File: src/sv/frame_prefix_size_parser_top_defines.svh
// ----------------------------------------------------------------------------
// Frame prefix size parser assertion macros
// Shared concurrent assertion wrappers, clocked on clk_i.
// ----------------------------------------------------------------------------
`ifndef FRAME_PREFIX_SIZE_PARSER_TOP_DEFINES_SVH
`define FRAME_PREFIX_SIZE_PARSER_TOP_DEFINES_SVH

// Check a property on every clock edge outside reset.
`define FPSP_ASSERT(lbl, prop, msg) \
  lbl: assert property (@(posedge clk_i) disable iff (!rst_ni) (prop)) else $error(msg);

// Check a property on every clock edge, reset included.
`define FPSP_ASSERT_ALWAYS(lbl, prop, msg) \
  lbl: assert property (@(posedge clk_i) (prop)) else $error(msg);

`endif

File: src/sv/fpsp_pkg.sv
`timescale 1ns / 1ps
// ----------------------------------------------------------------------------
// Frame prefix size parser package
// Item types, status and register codes, and prefix layout constants.
// ----------------------------------------------------------------------------
package fpsp_pkg;

  // Prefix layout
  localparam int PREFIX_BYTES         = 4;
  localparam int LONG_PREFIX_BYTES    = 8;
  localparam int FRAME_HEADER_BYTES   = 4;
  localparam int MESSAGE_HEADER_BYTES = 4;
  localparam int TRAILER_BYTES        = 1;

  localparam int POS_W   = 4;
  localparam int SLEN_W  = 16;
  localparam int LLEN_W  = 32;
  localparam int SIZE_W  = 33;
  localparam int CFG_W   = 16;
  localparam int CFG_IDX_W = 2;

  // Minimum length after the prefix for each control flag value
  localparam logic [SIZE_W-1:0] MIN_FLAG_SET =
    SIZE_W'(FRAME_HEADER_BYTES + TRAILER_BYTES);
  localparam logic [SIZE_W-1:0] MIN_FLAG_CLR =
    SIZE_W'(FRAME_HEADER_BYTES + MESSAGE_HEADER_BYTES + TRAILER_BYTES);

  localparam logic [7:0] FLAG_MAX = 8'd1;

  // Register reset values
  localparam logic [CFG_W-1:0] MAGIC_WORD_RST  = 16'hF00D;
  localparam logic [CFG_W-1:0] LONG_MARKER_RST = 16'h8000;
  localparam logic             LONG_BODY_RST   = 1'b0;

  typedef enum logic [2:0] {
    ST_MORE       = 3'd0,
    ST_READY      = 3'd1,
    ST_BAD_MAGIC  = 3'd2,
    ST_BAD_FLAG   = 3'd3,
    ST_BAD_LENGTH = 3'd4
  } status_e;

  typedef enum logic [CFG_IDX_W-1:0] {
    CFG_MAGIC_WORD     = 2'd0,
    CFG_LONG_MARKER    = 2'd1,
    CFG_LONG_BODY_ONLY = 2'd2
  } cfg_idx_e;

  typedef struct packed {
    logic [7:0] data_byte;
    logic       frame_start;
  } in_item_t;

  typedef struct packed {
    status_e           status;
    logic [SIZE_W-1:0] frame_size;
  } res_item_t;

  typedef struct packed {
    logic [CFG_W-1:0] magic_word;
    logic [CFG_W-1:0] long_marker;
    logic             long_body_only;
  } cfg_t;

endpackage

File: src/sv/fpsp_stream_if.sv
`timescale 1ns / 1ps
// ----------------------------------------------------------------------------
// Frame prefix size parser stream interface
// Valid/ready channel carrying one item per handshake.
// ----------------------------------------------------------------------------
interface fpsp_stream_if #(
  parameter type payload_t = logic
);
  logic     valid;
  logic     ready;
  payload_t data;

  modport source (output valid, output data, input ready);
  modport sink   (input valid, input data, output ready);
endinterface

File: src/sv/fpsp_pipe_stage.sv
`timescale 1ns / 1ps
// ----------------------------------------------------------------------------
// Frame prefix size parser pipeline stage
// One valid/ready register slice; takes a new item whenever it empties.
// ----------------------------------------------------------------------------
module fpsp_pipe_stage #(
  parameter int WIDTH = 9
) (
  input  logic             clk_i,
  input  logic             rst_ni,
  input  logic             valid_i,
  output logic             ready_o,
  input  logic [WIDTH-1:0] data_i,
  output logic             valid_o,
  input  logic             ready_i,
  output logic [WIDTH-1:0] data_o
);

  logic             valid_q;
  logic [WIDTH-1:0] data_q;

  assign ready_o = !valid_q || ready_i;
  assign valid_o = valid_q;
  assign data_o  = data_q;

  always_ff @(posedge clk_i or negedge rst_ni) begin
    if (!rst_ni) begin
      valid_q <= 1'b0;
    end else if (ready_o) begin
      valid_q <= valid_i;
    end
  end

  // Payload needs no reset
  always_ff @(posedge clk_i) begin
    if (valid_i && ready_o) begin
      data_q <= data_i;
    end
  end

endmodule

File: src/sv/fpsp_parser.sv
`timescale 1ns / 1ps
// ----------------------------------------------------------------------------
// Frame prefix size parser core
// Parse state and per-byte verdict logic; state advances on each item moved.
// ----------------------------------------------------------------------------
`include "frame_prefix_size_parser_top_defines.svh"

module fpsp_parser
  import fpsp_pkg::*;
(
  input  logic      clk_i,
  input  logic      rst_ni,
  input  logic      fire_i,
  input  in_item_t  item_i,
  input  cfg_t      cfg_i,
  output res_item_t res_o
);

  logic [POS_W-1:0]  pos_q, pos_d, pos;
  logic [SLEN_W-1:0] slen_q, slen_d, slen;
  logic [LLEN_W-1:0] llen_q, llen_d, llen;
  logic              verdict_q, verdict_d, verdict;

  logic              is_long;
  logic [POS_W-1:0]  flag_pos;
  logic [7:0]        b;
  logic [SIZE_W-1:0] min_len;
  logic [SIZE_W-1:0] short_sum;
  logic [SIZE_W-1:0] long_add;
  logic [SIZE_W-1:0] long_sum;
  logic              long_too_short;
  status_e           status;
  logic [SIZE_W-1:0] size;

  always_comb begin
    b       = item_i.data_byte;
    // A first byte restarts the parse from a clean state
    pos     = item_i.frame_start ? '0 : pos_q;
    slen    = item_i.frame_start ? '0 : slen_q;
    llen    = item_i.frame_start ? '0 : llen_q;
    verdict = item_i.frame_start ? 1'b0 : verdict_q;

    is_long  = (slen == cfg_i.long_marker);
    flag_pos = is_long ? POS_W'(LONG_PREFIX_BYTES) : POS_W'(PREFIX_BYTES);

    min_len   = b[0] ? MIN_FLAG_SET : MIN_FLAG_CLR;
    short_sum = SIZE_W'(PREFIX_BYTES) + SIZE_W'(slen);
    long_add  = cfg_i.long_body_only ? (SIZE_W'(LONG_PREFIX_BYTES) + min_len)
                                     : SIZE_W'(LONG_PREFIX_BYTES + TRAILER_BYTES);
    long_sum  = SIZE_W'(llen) + long_add;
    long_too_short = (SIZE_W'(llen) + SIZE_W'(TRAILER_BYTES)) < min_len;

    status    = ST_MORE;
    size      = '0;
    slen_d    = slen;
    llen_d    = llen;
    pos_d     = pos;
    verdict_d = verdict;

    if (!verdict) begin
      if (pos == POS_W'(0)) begin
        if (b != cfg_i.magic_word[7:0]) status = ST_BAD_MAGIC;
      end else if (pos == POS_W'(1)) begin
        if (b != cfg_i.magic_word[15:8]) status = ST_BAD_MAGIC;
      end else if (pos == POS_W'(2)) begin
        slen_d = {8'h00, b};
      end else if (pos == POS_W'(3)) begin
        slen_d = {b, slen[7:0]};
      end else if (pos == flag_pos) begin
        if (b > FLAG_MAX) begin
          status = ST_BAD_FLAG;
        end else if (!is_long) begin
          if (SIZE_W'(slen) < min_len) begin
            status = ST_BAD_LENGTH;
          end else begin
            status = ST_READY;
            size   = short_sum;
          end
        end else if (!cfg_i.long_body_only && long_too_short) begin
          status = ST_BAD_LENGTH;
        end else begin
          status = ST_READY;
          size   = long_sum;
        end
      end else if (is_long && pos >= POS_W'(PREFIX_BYTES)
                   && pos < POS_W'(LONG_PREFIX_BYTES)) begin
        // Long length, little-endian, lane picked by position
        case (pos[1:0])
          2'd0:    llen_d[7:0]   = b;
          2'd1:    llen_d[15:8]  = b;
          2'd2:    llen_d[23:16] = b;
          default: llen_d[31:24] = b;
        endcase
      end

      if (status != ST_MORE) begin
        verdict_d = 1'b1;
      end else if (pos != '1) begin
        pos_d = pos + POS_W'(1);
      end
    end

    res_o.status     = status;
    res_o.frame_size = size;
  end

  always_ff @(posedge clk_i or negedge rst_ni) begin
    if (!rst_ni) begin
      pos_q     <= '0;
      slen_q    <= '0;
      llen_q    <= '0;
      verdict_q <= 1'b0;
    end else if (fire_i) begin
      pos_q     <= pos_d;
      slen_q    <= slen_d;
      llen_q    <= llen_d;
      verdict_q <= verdict_d;
    end
  end

  `FPSP_ASSERT(a_verdict_latched, fire_i && res_o.status != ST_MORE |=> verdict_q, "verdict not latched")
  `FPSP_ASSERT(a_ignore_after_verdict, fire_i && verdict_q && !item_i.frame_start |-> res_o.status == ST_MORE && res_o.frame_size == '0, "byte after verdict not ignored")
  `FPSP_ASSERT(a_state_hold, !fire_i |=> $stable(pos_q) && $stable(verdict_q) && $stable(slen_q), "state moved without an item")
  `FPSP_ASSERT_ALWAYS(a_reset_clear, (!rst_ni ##1 !rst_ni) |-> !verdict_q && pos_q == '0, "state not cleared in reset")

endmodule

File: src/sv/frame_prefix_size_parser_top.sv
`timescale 1ns / 1ps
// ----------------------------------------------------------------------------
// Frame prefix size parser
// Per-byte parse of a length-prefixed frame header into a size or an error.
// ----------------------------------------------------------------------------
// Usage:
//   in_i  carries one prefix byte per item plus frame_start, set on byte 0.
//   out_o returns one result item per input item: status (need more, size
//         ready, bad magic, bad control flag, bad length) and frame_size,
//         nonzero only when the size is ready.
//   cfg_we_i/cfg_idx_i/cfg_wdata_i write magic_word, long_marker and
//   long_body_only; write them only while no item is in flight.
// Path: an accepted item passes through the input register, then the result
//   register, before it can be taken from out_o.
// Throughput: one item per cycle while out_o is ready; the parse state updates
//   in the same cycle the item moves from the input into the result register.
// Reset: clears both stage valids and the parse state, loads the register
//   reset values; the first byte after reset parses as byte 0.
// Stall: a held out_o keeps its result; the input register still fills, and
//   in_i.ready drops only once both registers hold items.
// ----------------------------------------------------------------------------
module frame_prefix_size_parser_top
  import fpsp_pkg::*;
(
  input  logic                 clk_i,
  input  logic                 rst_ni,
  fpsp_stream_if.sink          in_i,
  fpsp_stream_if.source        out_o,
  input  logic                 cfg_we_i,
  input  logic [CFG_IDX_W-1:0] cfg_idx_i,
  input  logic [CFG_W-1:0]     cfg_wdata_i
);

  cfg_t      cfg_q;
  in_item_t  item_in;
  in_item_t  item_q;
  res_item_t res_d;
  res_item_t res_q;
  logic      item_valid_q;
  logic      res_ready;
  logic      fire;

  // Configuration registers; unknown indexes drop the write
  always_ff @(posedge clk_i or negedge rst_ni) begin
    if (!rst_ni) begin
      cfg_q.magic_word     <= MAGIC_WORD_RST;
      cfg_q.long_marker    <= LONG_MARKER_RST;
      cfg_q.long_body_only <= LONG_BODY_RST;
    end else if (cfg_we_i) begin
      unique case (cfg_idx_e'(cfg_idx_i))
        CFG_MAGIC_WORD:     cfg_q.magic_word     <= cfg_wdata_i;
        CFG_LONG_MARKER:    cfg_q.long_marker    <= cfg_wdata_i;
        CFG_LONG_BODY_ONLY: cfg_q.long_body_only <= cfg_wdata_i[0];
        default:            ;
      endcase
    end
  end

  assign item_in = in_i.data;

  // Input register: hold the incoming byte
  fpsp_pipe_stage #(
    .WIDTH ($bits(in_item_t))
  ) u_in_stage (
    .clk_i   (clk_i),
    .rst_ni  (rst_ni),
    .valid_i (in_i.valid),
    .ready_o (in_i.ready),
    .data_i  (item_in),
    .valid_o (item_valid_q),
    .ready_i (res_ready),
    .data_o  (item_q)
  );

  // Advance the parse state whenever the byte moves on to the result register
  assign fire = item_valid_q && res_ready;

  fpsp_parser u_parser (
    .clk_i  (clk_i),
    .rst_ni (rst_ni),
    .fire_i (fire),
    .item_i (item_q),
    .cfg_i  (cfg_q),
    .res_o  (res_d)
  );

  // Result register: hold the verdict until the sink takes it
  fpsp_pipe_stage #(
    .WIDTH ($bits(res_item_t))
  ) u_out_stage (
    .clk_i   (clk_i),
    .rst_ni  (rst_ni),
    .valid_i (item_valid_q),
    .ready_o (res_ready),
    .data_i  (res_d),
    .valid_o (out_o.valid),
    .ready_i (out_o.ready),
    .data_o  (res_q)
  );

  assign out_o.data = res_q;

endmodule

File: src/flat_wrapper.sv
// flat-port wrapper written by rule: the top's interface ports become plain ports
module frame_prefix_size_parser_top_flat import fpsp_pkg::*;
  (clk_i, rst_ni, cfg_we_i, cfg_idx_i, cfg_wdata_i, in_i_valid, in_i_data, in_i_ready, out_o_valid, out_o_data, out_o_ready);
  fpsp_stream_if #(.payload_t(in_item_t)) in_i_i ();
  fpsp_stream_if #(.payload_t(res_item_t)) out_o_i ();
  input  logic clk_i;
  input  logic rst_ni;
  input  logic cfg_we_i;
  input  logic [CFG_IDX_W-1:0] cfg_idx_i;
  input  logic [CFG_W-1:0] cfg_wdata_i;
  input wire logic [$bits(in_i_i.valid)-1:0] in_i_valid;
  input wire logic [$bits(in_i_i.data)-1:0] in_i_data;
  output wire logic [$bits(in_i_i.ready)-1:0] in_i_ready;
  output wire logic [$bits(out_o_i.valid)-1:0] out_o_valid;
  output wire logic [$bits(out_o_i.data)-1:0] out_o_data;
  input wire logic [$bits(out_o_i.ready)-1:0] out_o_ready;
  assign in_i_i.valid = in_i_valid;
  assign in_i_i.data = in_i_data;
  assign in_i_ready = in_i_i.ready;
  assign out_o_valid = out_o_i.valid;
  assign out_o_data = out_o_i.data;
  assign out_o_i.ready = out_o_ready;
  frame_prefix_size_parser_top u_core (.clk_i(clk_i), .rst_ni(rst_ni), .in_i(in_i_i), .out_o(out_o_i), .cfg_we_i(cfg_we_i), .cfg_idx_i(cfg_idx_i), .cfg_wdata_i(cfg_wdata_i));
endmodule
File: config.mk
export PLATFORM = sky130hd
export DESIGN_NAME = frame_prefix_size_parser_top_flat
export DESIGN_NICKNAME = d
export VERILOG_FILES = /design/src/sv/fpsp_pkg.sv /design/src/sv/fpsp_stream_if.sv /design/src/sv/fpsp_pipe_stage.sv /design/src/sv/fpsp_parser.sv /design/src/sv/frame_prefix_size_parser_top.sv /design/src/flat_wrapper.sv
export VERILOG_INCLUDE_DIRS = /design/src /design/src/sv
export SDC_FILE = /design/constraint.sdc
export NUM_CORES = 1
export LEC_CHECK = 0
export BUFFER_PORTS_ARGS = -buffer_cell sky130_fd_sc_hd__buf_2
export CAP_MARGIN = 25
export CORE_MARGIN = 4
export CORE_UTILIZATION = 35
export CTS_CLUSTER_SIZE = 8
export DETAILED_ROUTE_END_ITERATION = 12
export GPL_TIMING_DRIVEN = 0
export HOLD_SLACK_MARGIN = 0.08
export REMOVE_ABC_BUFFERS = 1
export SLEW_MARGIN = 20
export SYNTH_ARGS = -nofsm -noshare
export SYNTH_HDL_FRONTEND = slang
export SYNTH_HIERARCHICAL = 1
export SYNTH_SLANG_ARGS = --single-unit
File: constraint.sdc
create_clock -name clk_i -period 3.59 [get_ports clk_i]
set_clock_uncertainty 0.1 [all_clocks]
set_input_delay 0.8975 -clock clk_i [delete_from_list [all_inputs] [get_ports clk_i]]
set_output_delay 0.8975 -clock clk_i [all_outputs]
set_load 0.02 [all_outputs]
==> impl_metrics.toml <==
[critical_path]
cp-start-kind = "flip-flop"
cp-end-kind = "flip-flop"
path_max_fanout = 8
path_class = "flip-flop to flip-flop"
crit_start = "u_core/u_in_stage/data_o[0]$_DFFE_PP_"
worstPathRequired_ns = 3.66
critical_path_arrival_ns = 3.58
r2r_start = "u_core/u_in_stage/data_o[0]$_DFFE_PP_"

[detailed_routing]
drt_iter0_drc = 468
via_per_inst = 5.62
drc_errors = 0
vias = 6371
wl_per_cell_um = 20.1
met3WireLength_mm = 1.23
met1_length_mm = 10.8
drtPass1Iterations = 5
highest_layer = "met4"
ant_nets = 0
wl_mm = 22.8
met2_length_mm = 10.4

[flow_run]
maxCapViolations = 0

[synth]
synth-edff-count = 45
synthMuxAreaShare = 0.0494
synth-adder-area-share = 0.0204
synth-xor-area-share = 0.0812
synthCells = 772
yosysTopAreaCell = "dfrtp_1"
synth_cell_types = 86
yosysTopAreaCellShare = 0.251
seq_area_frac_synth = 0.446
ys.flop_type = "dfrtp_1"
synthSimpleGateAreaFrac = 0.205
yosys-top-cells-area = "dfrtp_1 (25%), edfxtp_1 (17%), xnor2_1 (5.4%), mux2_2 (4.9%), a22o_1 (4.2%)"
ys_warn_count = 6
syn-cell-area_um2 = 7980
async_flop_share = 0.662
synth-compound-area-share = 0.153
syn_avg_cell_area_um2 = 10.3
synth_top_family_by_area = "simple AND/OR/NAND/NOR gates"
synth-seq-cells = 133

[sta]
fin_crit_sh = 0.977
fin_crit_ns = 3.51
slew_headroom = 0.447
fin_setup_tns_ns = 0
worst_pin_slew_ns = 0.829
hold_viol_final = 0
setup_viol = 0
report.final.slew_viol_count = 0
grt_setup_unrepaired = "true"
timing.fmax_ghz = 0.285

[hold_path]
hold_path.class = "input port to async pin"

[grt]
grt_max_degree = 51
gr-total-overflow = 0
grt_pass1_vias = 6120
antenna_found_initial = 0
grt_usage = 0.176
grt_pass1_wl_mm = 35.2

[cts]
cts_inserted_buffers = 17
cts_max_path_buffers = 2
cts_tree = "done"
ctsHoldBuffers = 0
clkSinkCount = 133
cts_root_buf = "clkbuf_16"
path_clk_slew_ns = 0.06
htreeDepth = 4
clock_latency_ns = 0.43

[die]
row_count = 54
die-area_um2 = 25300
start_util = 0.361
coreArea_um2 = 22100
num_io_pins = 70
die_y_um = 159
die_x_um = 159

[layout]
finish.utilization = 0.430
drive_gt1_frac = 0.271
n_fill_cell = 2122
nets = 885
syn_to_final_growth_pct = 19.1
diodes = 0

[placement]
place.gp.congestion = 0.895
hpwl_mm = 15.2
io_buffers = 69

[power]
ir_drop_v = 0.000347
powerDensity_nw_per_um2 = 423
p_leak_nw = 3.78
totalPowerFinal_mw = 4.02

[status]
status = "finished, final reports clean"
report_power, final:
group | switching [mW] | internal (mW) | leakage, nW | total, mW
registers | 0.115 | 1.70 | 1.59 | 1.82
clock network | 0.715 | 0.969 | 0.286 | 1.68
logic | 0.285 | 0.235 | 1.91 | 0.520
critical path, cell delays in order, from the launching register on:
cell       delay, ns
edfxtp_1        0.44
buf_12          0.16
buf_16          0.14
nor2b_4         0.15
ha_4            0.17
and4_4          0.25
and4_4          0.27
nand3b_4        0.13
o31ai_2         0.19
nand3_1         0.11
nor4_2          0.30
o2111ai_2       0.18
buf_6           0.17
mux2_4          0.26
o21a_1          0.22
final timing paths:
| check | end | slack [ns] | cells past startpoint |
|---|---|---|---|
| min reg2reg | u_core/u_parser/llen_q[30]$_DFFE_PN0P_ | 0.41 | 1 |
| max in group asynchronous | u_core/cfg_q[31]$_DFFE_PN1P_ | 2.50 | 2 |
| max reg2reg | u_core/u_out_stage/data_o[33]$_DFFE_PP_ | 0.08 | 14 |
| min | u_core/cfg_q[18]$_DFFE_PN0P_ | 0.27 | 1 |
| min in group clk_i | u_core/u_parser/llen_q[30]$_DFFE_PN0P_ | 0.41 | 1 |
| max | u_core/u_out_stage/data_o[33]$_DFFE_PP_ | 0.08 | 14 |
layout make-up:
class / instances / area [um^2] / share of cell area
Sequential cell: 133 / 3560 / 0.375
Tap cell: 280 / 350 / 0.0369
Clock buffer: 17 / 425 / 0.0447
Inverter: 18 / 71.3 / 0.00750
Multi-Input combinational cell: 566 / 4240 / 0.446
Timing Repair inverter: 1 / 5.00 / 0.000526
Timing Repair Buffer: 103 / 713 / 0.0750
Clock inverter: 15 / 140 / 0.0147
stage by stage:
stage,setup slack (ns),hold WS (ns),instances,instance area (um^2)
2_1_floorplan,-0.696,0.373,716,7690
3_3_place_gp,-2.95,0.397,1065,8390
3_5_place_dp,-1.22,0.397,1070,8500
4_1_cts,0.00163,0.269,1117,9280
5_1_grt,-0.0323,0.280,1133,9510
6_report,0.0838,0.267,1133,9510
sequential cells by signal, summed over array words and instances (netlist names):
name,cells
u_core/u_out_stage/data_o,36
u_core/u_parser/verdict_q,1
u_core/u_parser/llen_q,32
u_core/u_parser/slen_q,16
u_core/u_parser/pos_q,4
u_core/u_in_stage/data_o,9
u_core/u_in_stage/valid_o,1
u_core/cfg_q,33
u_core/u_out_stage/valid_o,1
cell usage after synthesis (21+ instances only):
master and instances:
nand4_1 21, nor2b_1 21, clkbuf_1 22, xor2_1 25, mux2_2 35, nand3_1 21
nor2_1 70, edfxtp_1 45, dfrtp_1 80, a22o_1 38, nand2_1 42, xnor2_1 49
placed cells by master (no fill, tap or decap), types with 8 or more instances in the layout:
cell type  count
buf_2         68
mux2_2        34
nor4_1         9
edfxtp_1      45
nor2_1        70
nor2b_1       19
a31oi_1       11
ha_1          11
o22ai_1       13
and2_1        11
o21ai_0       15
nand3_1       19
dfrtp_1       80
nand4_1       21
a22o_1        38
nand2_1       40
nor3_1        12
dfstp_2        8
xnor2_1       49
buf_4         27
a21oi_1       13
xor2_1        25
and3_1        18
inv_1         17
clkbuf_16     18
per-layer routing:
| metal | up-vias | global-route usage |
|---|---|---|
| met5 | - | 0 |
| met4 | 0 | 0.0568 |
| met3 | 29 | 0.0329 |
| met2 | 205 | 0.267 |
| met1 | 3131 | 0.253 |
| li1 | 3006 | - |
cells by family after synthesis:
group	Yosys count
simple gates	281
compound gates	162
flops	133
xor+xnor	74
buf+inv	74
mux	35
fa+ha+maj	13
repair_timing:
action	4_1_cts	5_1_grt
setup endpoints to repair	35	35
resized for setup	22	17
gates cloned	2	1
buffers inserted	14	15
pin swaps	10	11
Power figures use the tool's default switching activity.
